--- src/rtl/core/mhpq_pkg.sv ---
// Package for the min-heap priority queue: payload structs, codes and constants.
// Depends on nothing; used by the top level and the checker.
`timescale 1ns / 1ps

package mhpq_pkg;

  localparam int KEY_W     = 32;
  localparam int CNT_W     = 7;
  localparam int POS_W     = 6;
  localparam int DEPTH_DEF = 64;

  localparam logic [CNT_W-1:0]        CAP_RESET = 7'd64;
  localparam logic signed [KEY_W-1:0] KEY_MAX   = 32'sh7FFF_FFFF;
  localparam logic signed [KEY_W-1:0] KEY_MIN   = 32'sh8000_0000;

  typedef enum logic [1:0] {
    ACT_INSERT   = 2'd0,
    ACT_REMOVE   = 2'd1,
    ACT_DECREASE = 2'd2,
    ACT_DELETE   = 2'd3
  } action_t;

  typedef enum logic [1:0] {
    ST_OK     = 2'd0,
    ST_FULL   = 2'd1,
    ST_EMPTY  = 2'd2,
    ST_BADIDX = 2'd3
  } status_t;

  typedef struct packed {
    action_t                  action;
    logic signed [KEY_W-1:0]  key_value;
    logic [POS_W-1:0]         position;
  } in_item_t;

  typedef struct packed {
    logic signed [KEY_W-1:0]  removed_key;
    status_t                  status;
    logic [CNT_W-1:0]         entry_count;
  } out_item_t;

endpackage

--- src/rtl/core/mhpq_ram.sv ---
// Generic single-write, single-read synchronous RAM with registered read data.
// Depends on nothing.
`timescale 1ns / 1ps

module mhpq_ram #(
  parameter int WIDTH = 32,
  parameter int DEPTH = 64
) (
  input  logic                     clk,
  input  logic                     we,
  input  logic [$clog2(DEPTH)-1:0] waddr,
  input  logic [WIDTH-1:0]         wdata,
  input  logic                     re,
  input  logic [$clog2(DEPTH)-1:0] raddr,
  output logic [WIDTH-1:0]         rdata
);

  logic [WIDTH-1:0] mem [DEPTH];

  // Write port
  always_ff @(posedge clk) begin
    if (we) begin
      mem[waddr] <= wdata;
    end
  end

  // Registered read port
  always_ff @(posedge clk) begin
    if (re) begin
      rdata <= mem[raddr];
    end
  end

endmodule

--- src/rtl/core/min_heap_priority_queue.sv ---
// Binary min-heap priority queue of signed 32-bit keys, stored in one RAM of
// DEPTH words with a single read and a single write port. One operation is
// taken at a time and gives one result. An insert or decrease climbs the key
// one level at a time, fetching each parent; a remove captures the root and
// sinks the last entry from the root (one RAM read per child); a delete is a
// climb followed by a remove. A full, empty or bad-index report goes straight
// to the result, touching no RAM. The result sits in an output register, so
// the next transaction is taken while it waits. The capacity register may be
// written only while the queue is idle; values above DEPTH act as DEPTH. No
// clearing pass runs after reset: only entries below the fill count are ever
// read.
`timescale 1ns / 1ps

module min_heap_priority_queue #(
  parameter int DEPTH = mhpq_pkg::DEPTH_DEF
) (
  input  logic                         clk,
  input  logic                         rst_n,
  input  logic                         in_valid,
  output logic                         in_ready,
  input  mhpq_pkg::in_item_t           in_data,
  output logic                         out_valid,
  input  logic                         out_ready,
  output mhpq_pkg::out_item_t          out_data,
  input  logic                         cfg_we,
  input  logic [mhpq_pkg::CNT_W-1:0]   cfg_wdata
);

  localparam int AW = $clog2(DEPTH);
  localparam int CW = mhpq_pkg::CNT_W;
  localparam int KW = mhpq_pkg::KEY_W;
  localparam logic [CW-1:0] DEPTH_LIM = (DEPTH > 127) ? 7'd127 : 7'(DEPTH);

  typedef enum logic [9:0] {
    S_IDLE     = 10'b00_0000_0001,
    S_UP       = 10'b00_0000_0010,
    S_UP_CMP   = 10'b00_0000_0100,
    S_POP_ROOT = 10'b00_0000_1000,
    S_POP_LAST = 10'b00_0001_0000,
    S_POP_MOVE = 10'b00_0010_0000,
    S_DN_L     = 10'b00_0100_0000,
    S_DN_R     = 10'b00_1000_0000,
    S_DN_CMP   = 10'b01_0000_0000,
    S_FIN      = 10'b10_0000_0000
  } state_t;

  state_t                  state_r, state_nxt;
  logic [CW-1:0]           fill_r, fill_nxt;
  logic [CW-1:0]           cap_r;
  logic [CW-1:0]           node_r, node_nxt;
  logic signed [KW-1:0]    key_r, key_nxt;
  logic signed [KW-1:0]    lkey_r, lkey_nxt;
  logic                    rok_r, rok_nxt;
  mhpq_pkg::action_t       act_r, act_nxt;
  logic signed [KW-1:0]    removed_r, removed_nxt;
  mhpq_pkg::status_t       status_r, status_nxt;
  logic                    out_valid_r, out_valid_nxt;
  mhpq_pkg::out_item_t     out_data_r;
  logic                    out_load;

  logic                    ram_we;
  logic [AW-1:0]           ram_waddr;
  logic [KW-1:0]           ram_wdata;
  logic                    ram_re;
  logic [AW-1:0]           ram_raddr;
  logic [KW-1:0]           ram_rdata;
  logic signed [KW-1:0]    rd_key;

  logic [CW-1:0]           cap_eff;
  logic [CW-1:0]           parent;
  logic [CW:0]             lidx;
  logic [CW:0]             ridx;
  logic                    left_less;
  logic                    right_less;
  logic signed [KW-1:0]    best_key;
  state_t                  after_up;

  // Map a node index onto a RAM address of the storage width.
  function automatic logic [AW-1:0] node_addr(input logic [CW-1:0] n);
    logic [AW+CW-1:0] w;
    w = {{AW{1'b0}}, n};
    return w[AW-1:0];
  endfunction

  mhpq_ram #(
    .WIDTH (KW),
    .DEPTH (DEPTH)
  ) u_key_ram (
    .clk   (clk),
    .we    (ram_we),
    .waddr (ram_waddr),
    .wdata (ram_wdata),
    .re    (ram_re),
    .raddr (ram_raddr),
    .rdata (ram_rdata)
  );

  // Tree navigation and compares
  assign rd_key     = $signed(ram_rdata);
  assign cap_eff    = (cap_r > DEPTH_LIM) ? DEPTH_LIM : cap_r;
  assign parent     = 7'(node_r - 7'd1) >> 1;
  assign lidx       = {node_r, 1'b1};
  assign ridx       = {node_r, 1'b0} + 8'd2;
  assign left_less  = lkey_r < key_r;
  assign best_key   = left_less ? lkey_r : key_r;
  assign right_less = rok_r && (rd_key < best_key);
  assign after_up   = (act_r == mhpq_pkg::ACT_DELETE) ? S_POP_ROOT : S_FIN;

  // Sequencer: read, compare and write back one heap level at a time
  always_comb begin
    state_nxt     = state_r;
    fill_nxt      = fill_r;
    node_nxt      = node_r;
    key_nxt       = key_r;
    lkey_nxt      = lkey_r;
    rok_nxt       = rok_r;
    act_nxt       = act_r;
    removed_nxt   = removed_r;
    status_nxt    = status_r;
    ram_we        = 1'b0;
    ram_waddr     = node_addr(node_r);
    ram_wdata     = key_r;
    ram_re        = 1'b0;
    ram_raddr     = '0;
    out_load      = 1'b0;
    out_valid_nxt = out_valid_r && !out_ready;

    unique case (state_r)
      S_IDLE: begin
        if (in_valid) begin
          act_nxt     = in_data.action;
          removed_nxt = '0;
          status_nxt  = mhpq_pkg::ST_OK;
          case (in_data.action) inside
            mhpq_pkg::ACT_INSERT: begin
              if (fill_r >= cap_eff) begin
                status_nxt = mhpq_pkg::ST_FULL;
                state_nxt  = S_FIN;
              end else begin
                node_nxt  = fill_r;
                fill_nxt  = fill_r + 7'd1;
                key_nxt   = in_data.key_value;
                state_nxt = S_UP;
              end
            end
            mhpq_pkg::ACT_REMOVE: begin
              if (fill_r == '0) begin
                status_nxt  = mhpq_pkg::ST_EMPTY;
                removed_nxt = mhpq_pkg::KEY_MAX;
                state_nxt   = S_FIN;
              end else begin
                state_nxt = S_POP_ROOT;
              end
            end
            mhpq_pkg::ACT_DECREASE, mhpq_pkg::ACT_DELETE: begin
              if ({1'b0, in_data.position} >= fill_r) begin
                status_nxt = mhpq_pkg::ST_BADIDX;
                state_nxt  = S_FIN;
              end else begin
                node_nxt  = {1'b0, in_data.position};
                key_nxt   = (in_data.action == mhpq_pkg::ACT_DELETE) ?
                            mhpq_pkg::KEY_MIN : in_data.key_value;
                state_nxt = S_UP;
              end
            end
            default: state_nxt = S_FIN;
          endcase
        end
      end

      // Climb: fetch the parent, or drop the key at the root
      S_UP: begin
        if (node_r == '0) begin
          ram_we    = 1'b1;
          state_nxt = after_up;
        end else begin
          ram_re    = 1'b1;
          ram_raddr = node_addr(parent);
          state_nxt = S_UP_CMP;
        end
      end

      // Move the parent down into the hole, or settle the key here
      S_UP_CMP: begin
        ram_we = 1'b1;
        if (key_r < rd_key) begin
          ram_wdata = ram_rdata;
          node_nxt  = parent;
          state_nxt = S_UP;
        end else begin
          state_nxt = after_up;
        end
      end

      S_POP_ROOT: begin
        ram_re    = 1'b1;
        ram_raddr = '0;
        state_nxt = S_POP_LAST;
      end

      // Capture the root, shrink, fetch the last entry
      S_POP_LAST: begin
        if (act_r == mhpq_pkg::ACT_REMOVE) begin
          removed_nxt = rd_key;
        end
        fill_nxt = fill_r - 7'd1;
        if (fill_r == 7'd1) begin
          state_nxt = S_FIN;
        end else begin
          ram_re    = 1'b1;
          ram_raddr = node_addr(fill_r - 7'd1);
          state_nxt = S_POP_MOVE;
        end
      end

      S_POP_MOVE: begin
        key_nxt   = rd_key;
        node_nxt  = '0;
        state_nxt = S_DN_L;
      end

      // Sink: fetch the left child, or settle at a leaf
      S_DN_L: begin
        if (lidx >= {1'b0, fill_r}) begin
          ram_we    = 1'b1;
          state_nxt = S_FIN;
        end else begin
          ram_re    = 1'b1;
          ram_raddr = node_addr(lidx[CW-1:0]);
          state_nxt = S_DN_R;
        end
      end

      // Hold the left key and fetch the right child if present
      S_DN_R: begin
        lkey_nxt = rd_key;
        rok_nxt  = ridx < {1'b0, fill_r};
        if (ridx < {1'b0, fill_r}) begin
          ram_re    = 1'b1;
          ram_raddr = node_addr(ridx[CW-1:0]);
        end
        state_nxt = S_DN_CMP;
      end

      // Pull the smallest child up into the hole, or settle the key
      S_DN_CMP: begin
        ram_we = 1'b1;
        if (right_less) begin
          ram_wdata = ram_rdata;
          node_nxt  = ridx[CW-1:0];
          state_nxt = S_DN_L;
        end else if (left_less) begin
          ram_wdata = lkey_r;
          node_nxt  = lidx[CW-1:0];
          state_nxt = S_DN_L;
        end else begin
          state_nxt = S_FIN;
        end
      end

      // Hand the result to the output register once it is free
      S_FIN: begin
        if (!out_valid_r || out_ready) begin
          out_load      = 1'b1;
          out_valid_nxt = 1'b1;
          state_nxt     = S_IDLE;
        end
      end

      default: state_nxt = S_IDLE;
    endcase
  end

  // Control registers
  always_ff @(posedge clk) begin
    if (!rst_n) begin
      state_r     <= S_IDLE;
      fill_r      <= '0;
      cap_r       <= mhpq_pkg::CAP_RESET;
      out_valid_r <= 1'b0;
    end else begin
      state_r     <= state_nxt;
      fill_r      <= fill_nxt;
      out_valid_r <= out_valid_nxt;
      if (cfg_we) begin
        cap_r <= cfg_wdata;
      end
    end
  end

  // Working and result registers
  always_ff @(posedge clk) begin
    node_r    <= node_nxt;
    key_r     <= key_nxt;
    lkey_r    <= lkey_nxt;
    rok_r     <= rok_nxt;
    act_r     <= act_nxt;
    removed_r <= removed_nxt;
    status_r  <= status_nxt;
    if (out_load) begin
      out_data_r.removed_key <= removed_r;
      out_data_r.status      <= status_r;
      out_data_r.entry_count <= fill_r;
    end
  end

  assign in_ready  = (state_r == S_IDLE);
  assign out_valid = out_valid_r;
  assign out_data  = out_data_r;

endmodule

--- config.mk ---
export PLATFORM = sky130hd
export DESIGN_NAME = min_heap_priority_queue
export DESIGN_NICKNAME = d
export VERILOG_FILES = /design/src/rtl/core/mhpq_pkg.sv /design/src/rtl/core/mhpq_ram.sv /design/src/rtl/core/min_heap_priority_queue.sv
export SDC_FILE = /design/constraint.sdc
export NUM_CORES = 2
export LEC_CHECK = 0
export ABC_AREA = 1
export BUFFER_PORTS_ARGS = -buffer_cell sky130_fd_sc_hd__buf_4
export CAP_MARGIN = 20
export CORE_MARGIN = 2
export CORE_UTILIZATION = 50
export DETAILED_ROUTE_END_ITERATION = 12
export PLACE_DENSITY = 0.76
export SLEW_MARGIN = 20
export SYNTH_ARGS = -nofsm -noshare
export SYNTH_HDL_FRONTEND = slang
export SYNTH_SLANG_ARGS = --single-unit
--- constraint.sdc ---
create_clock -name clk -period 5.7 [get_ports clk]
set_input_delay 0.285 -clock clk [delete_from_list [all_inputs] [get_ports clk]]
set_output_delay 0.285 -clock clk [all_outputs]
set_load 0.05 [all_outputs]
Yosys cells after proc, flatten, opt, wreduce, memory -nomap -nowiden:

Memory sizes are Yosys's and may differ from the RTL's. A register that Yosys moved wholly into a read port is not among the register bits.
Index checks and enable logic that the tools add are counted.

* reduce and logical (&&, ||, !) cells: 19
* $lt $le $gt $ge: 8
* add/subtract/negate cells: 4
* mux-type cells: 74
* eq/ne operators: 27

Operator list (number)
* $mux 32: 12
* $pmux 32 s2: 3
* $mux 10: 15
* $pmux 10 s10: 1
* $lt 32x32->1: 3
* $mux 31: 3
* $mux 7: 13
* $pmux 7 s4: 1
* $mux 6: 4
* $pmux 6 s4: 1
* $logic_not 7->1: 2
* $pmux 7 s2: 1
* $sub 7x1->7 const B: 2
* $mux 1: 13
* $ne 3x3->1 const B: 4
* $eq 10x1->1 const B: 1
* $eq 10x10->1 const B: 1
* $eq 10x2->1 const B: 1
* $eq 10x3->1 const B: 1
* $eq 10x4->1 const B: 1
* $eq 10x5->1 const B: 1
* $eq 10x6->1 const B: 1
* $eq 10x7->1 const B: 1
* $eq 10x8->1 const B: 1
* other kinds (29): 45

* word-level logic and storage cells: 147
* input port bits: 52
* RAM bits: 2048
* flip-flop bits (word level): 174
* output and inout bits: 43
* memories kept: 1

Memories
* u_key_ram.mem: depth 64, bits a word 32, read ports 1, clocked after memory_dff 1, wr ports 1, RTL line mhpq_ram.sv:18 `logic [WIDTH-1:0] mem [DEPTH];`

Logic depth before layout (Yosys ltp):

* depth in word-level cells: 8
* gate-level depth with buffers: 35
* depth with buffers taken out: 33

Hierarchy:

From an unflattened synthesis, not the netlist that was laid out.

* cells, all modules: 8098
* area total of the unflattened synthesis: 94498.1 um2

By module, submodules not included
* mhpq_ram: instances 1, cells an instance 6769, area each 83059.7 um2, sequential area each 62459.9 um2
* min_heap_priority_queue: instances 1, cells an instance 1329, area each 11438.5 um2, sequential area each 4974.8 um2

Least setup slack after synthesis:

Ideal clock, no wire load.

* path kind: reg2reg
* start point: register key_r[21]
* end point: memory u_key_ram.mem[0][11], data pin
* cell stages (with the launch flop): 26
* path slack: 0.472 ns
* library setup time: 0.601 ns
* required time: 5.099 ns
* clock period less this slack: 5.228 ns
* arrival time: 4.627 ns
* path buffers: 3
* cell sequence: edfxtp_1 -> inv_1 -> ha_1 -> a21oi_1 -> nor2_1 -> nor2_1 -> nand3_1 -> a21oi_1 -> nand3_1 -> nand2_1 -> clkbuf_1 -> o21ai_0 -> ha_1 -> nand4_1 -> nor4_1 -> inv_1 -> nor4_1 -> nand2_1 -> nand2_1 -> nand2_1 -> nand3_1 -> buf_2 -> clkbuf_1 -> nand2_1 -> o211ai_1 -> nand3_1

* longest elaborated chain between the ends: 6
* elaborated cells on any way between the ends: 8
* classes of those cells: 3 x order compare; 4 x mux; 1 x reduce/logical

Ends and longest elaborated chain
* from (decl): RTL line min_heap_priority_queue.sv:51 `logic signed [KW-1:0] key_r, key_nxt;`
* from (signal assigned): RTL line min_heap_priority_queue.sv:294 `key_r <= key_nxt;`
* $lt 32x32->1: RTL line min_heap_priority_queue.sv:104 `assign left_less = lkey_r < key_r;`
* $mux 32: RTL line min_heap_priority_queue.sv:105, min_heap_priority_queue.sv:252
* $lt 32x32->1: RTL line min_heap_priority_queue.sv:106 `assign right_less = rok_r && (rd_key < best_key);`
* $logic_and 1x1->1: RTL line min_heap_priority_queue.sv:106
* $mux 32: RTL line min_heap_priority_queue.sv:248 `if (right_less) begin`
* $pmux 32 s2 (*): RTL line min_heap_priority_queue.sv:128 `unique case (state_r)`
* net ram_wdata[11]: RTL line min_heap_priority_queue.sv:63 `logic [KW-1:0] ram_wdata;`
* to (decl): RTL line mhpq_ram.sv:18

The timed path passes the listed nets; every way through them passes the cells marked *.

Final worst setup path:

* start point: register key_r[27]
* end point: memory u_key_ram.mem[46][8], data pin

Same word-level chain as after synthesis.

==> impl_metrics.ini <==
[clocking]
cts_tree = built
cts.path.max_buffers = 3
htreeDepth = 4
path_clk_slew_ns = 0.06
clock_latency_ns = 0.87
clock-sinks = 2254
root_buffer = clkbuf_16
numCtsBuffers = 213

[sta]
max-slew-margin-rel = 0.2372
period_minus_slack_ns = 5.240
fmax_mhz = 190.8
hold_viol = 0
skew_ns = 0.07350
post-route-period-util = 0.9193
finalSetupViolCount = 0
slew_viol_final = 0
finalSetupTns_ns = 0
timing_worst_slew_pin_value_ns = 1.142
rsz0062_at_grt = false

[yosys]
synth_edf_count = 2229
avgSynthCellArea_um2 = 12.45
syn_inst = 7777
syn-num-nets = 7953
synth_top_cell_by_area = edfxtp_1
synth_seq_area_share = 0.6965
yosys-top-cells-area = edfxtp_1 69%, o211ai_1 8.2%, nand2_1 4.5%
synth_area_um2 = 96810
synth_warnings = 0
synth_cell_types = 48
async_flop_share = 0
ys_ff_latch = 2254
synth_flop_cell = edfxtp_1
yosys.area.top_type_share = 0.6914

[routing]
viasPerCell = 6.179
first_pass_iters = 6
met2_length_um = 129100
routed-via-count = 65877
first_iter_violations = 10686
wire_per_inst_um = 27.14
remaining_drc_errors = 0
wl_met3_um = 38600
detail_route.wirelength_um = 289300
drt-met1-wl_um = 104000
antenna_left = 0
routed.top_layer = met5

[global_route]
antenna_found_initial = 15
grt_overflow = 0
grt_start_max_net_pins = 136
grt_pass1_wl_um = 415200
grt_pass1_vias = 61976
grt_usage = 0.2878

[floorplanning]
core_um2 = 192400
die_width_um = 444.0
initial_utilization = 0.5032
dieHeight_um = 444.0
design.die.area_um2 = 197200
ios = 95
row_count = 161

[hold_path]
hold_end = key_r[24]$_DFFE_PP_
min_delay_path_depth = 3
hold_start = in_data[30]
hold_path.class = primary input to flip-flop

[placement]
routabilityCongestion = 0.9659
post-dp-hpwl_um = 167500
placed_cells = 10206
port_buffers = 94

[setup_path]
regToRegEndpoint = u_key_ram.mem[46][8]$_DFFE_PP_
worstSetupStartpointType = flip-flop
cp_max_fo = 64
end_kind = flip-flop
worstSetupPathType = flip-flop to flip-flop
worstPathArrival_ns = 5.77
cp.required_ns = 6.23
r2r_slack_ns = 0.46
r2r-start = key_r[27]$_DFFE_PP_
r2r_cells = 24

[power]
p_int_mw = 30.30
power.leakage_nw = 40.80
peakVddDrop_mv = 0.3395
p_clk_frac = 0.324
switchingPower_mw = 12.28
p_comb_frac = 0.182
switching_share = 0.2885
power_density_nw_per_um2 = 386.8
p_seq_frac = 0.494

[finish]
fin_nets = 8131
final_common_cell = edfxtp_1
final_cell_mix = 2229 x edfxtp_1, 1157 x nand2_1, 1063 x o211ai_1
layout.cells.non_filler = 10662
areaGrowthSynthToFinish_pct = 13.72
drive_gt1_frac = 0.1176

[outcome]
status = completed

[flow_run]
max-cap-violations = 0
-- cell type report --
cell class,instances,area (um^2)
flip-flops and latches,2254,67430
clock buffers,264,5543
fillers,14368,82280
diodes,6,15.01
clock inverters,126,1201
repair buffers,442,4915
well taps,2526,3161
multi-input cells,3975,23810
inverters,1069,4025
-- how the worst max path moves through the flow --
stage                             start                         endpoint  slack, ns
floorplan           key_r[21]$_DFFE_PP_   u_key_ram.mem[0][11]$_DFFE_PP_       0.47
global placement    key_r[27]$_DFFE_PP_  u_key_ram.mem[57][24]$_DFFE_PP_       0.38
global route        key_r[21]$_DFFE_PP_   u_key_ram.mem[46][8]$_DFFE_PP_       0.08
detailed placement  key_r[27]$_DFFE_PP_  u_key_ram.mem[12][24]$_DFFE_PP_       0.54
finish              key_r[27]$_DFFE_PP_   u_key_ram.mem[46][8]$_DFFE_PP_       0.46
CTS                 key_r[27]$_DFFE_PP_  u_key_ram.mem[13][24]$_DFFE_PP_       0.52
-- metal layers --
metal,track usage,vias up
met2,0.4395,4539
met5,0,-
met4,0.1569,16
li1,-,28546
met1,0.3810,31860
met3,0.07030,916
-- metrics by stage --
step,hold WS (ns),power (mW),util,instance area (um^2),worst slack (ns)
floorplan,0.3839,25.70,-,96810,0.4716
CTS,0.008220,42.47,0.5720,110000,0.5224
finish,0.05159,42.58,0.5723,110100,0.4600
detailed placement,0.4045,28.89,0.5339,102700,0.5361
global placement,0.4011,28.73,0.5339,102700,0.3834
global route,0.01818,43.93,0.5722,110100,0.08203
-- critical path: stages, from the launching register on --
cell and delay (ns):
edfxtp_1 0.40, inv_1 0.07, ha_1 0.31, a21oi_1 0.17, o21ai_0 0.17, nand2_1 0.10, nand3_1 0.07, a21oi_1 0.23
nand2_1 0.11, nand2_1 0.10, nand2_2 0.23, o21ai_0 0.48, ha_1 0.34, nand4_1 0.13, a31oi_1 0.05, a2111oi_1 0.53
nand2_1 0.16, nand2_1 0.11, nand2_1 0.06, nand2_1 0.08, nand3_2 0.12, buf_12 0.22, o21ai_0 0.23, nand3_2 0.14
buf_12 0.20
-- cell families after synthesis --
logic type / Yosys count / share of synthesized area
buffers and inverters: 1548 / 0.06520
xor gates and xnor gates: 11 / 0.0009952
and+or+nand+nor: 1887 / 0.08191
AOI/OAI and AO/OA: 1809 / 0.1226
DFF: 2254 / 0.6965
adders and majority gates: 124 / 0.01603
muxes: 144 / 0.01675
-- cells in the mapped netlist (all sizes together) (9+ instances only) --
| cell | count |
|---|---|
| a21oi | 159 |
| o21a | 9 |
| nand3 | 488 |
| nand2 | 1160 |
| buf | 333 |
| clkbuf | 146 |
| edfxtp | 2229 |
| nor2 | 158 |
| o21ai | 544 |
| mux2 | 144 |
| or2 | 28 |
| dfxtp | 25 |
| ha | 124 |
| inv | 1063 |
| o221ai | 9 |
| nand4 | 16 |
| nor3 | 19 |
| nor4 | 17 |
| o211ai | 1063 |
-- flip-flops by register name (all words and copies together), names as in the netlist --
name             count
u_key_ram.mem     2048
removed_r           32
state_r             10
out_data            41
node_r               7
key_r               32
act_r                2
u_key_ram.rdata     32
rok_r                1
fill_r               7
out_valid            1
lkey_r              32
cap_r                7
status_r             2
-- power groups by stage --
stage | clock, mW | sequential, mW | combinational (mW)
floorplan | 0 | 21.5 | 4.20
global placement | 0 | 21.4 | 7.37
detailed placement | 0 | 21.4 | 7.51
CTS | 13.8 | 21.0 | 7.58
global route | 14.5 | 21.1 | 8.35
finish | 13.8 | 21.1 | 7.76
-- timing repair --
| action | CTS | global route |
|---|---|---|
| hold buffers | 58 | 0 |
| endpoints found under the setup margin | 0 | 121 |
| hold endpoints to repair | 57 | 0 |
| buffers inserted | 0 | 0 |
| gates resized for setup | 0 | 2 |
(Power assumes the default switching activity.)
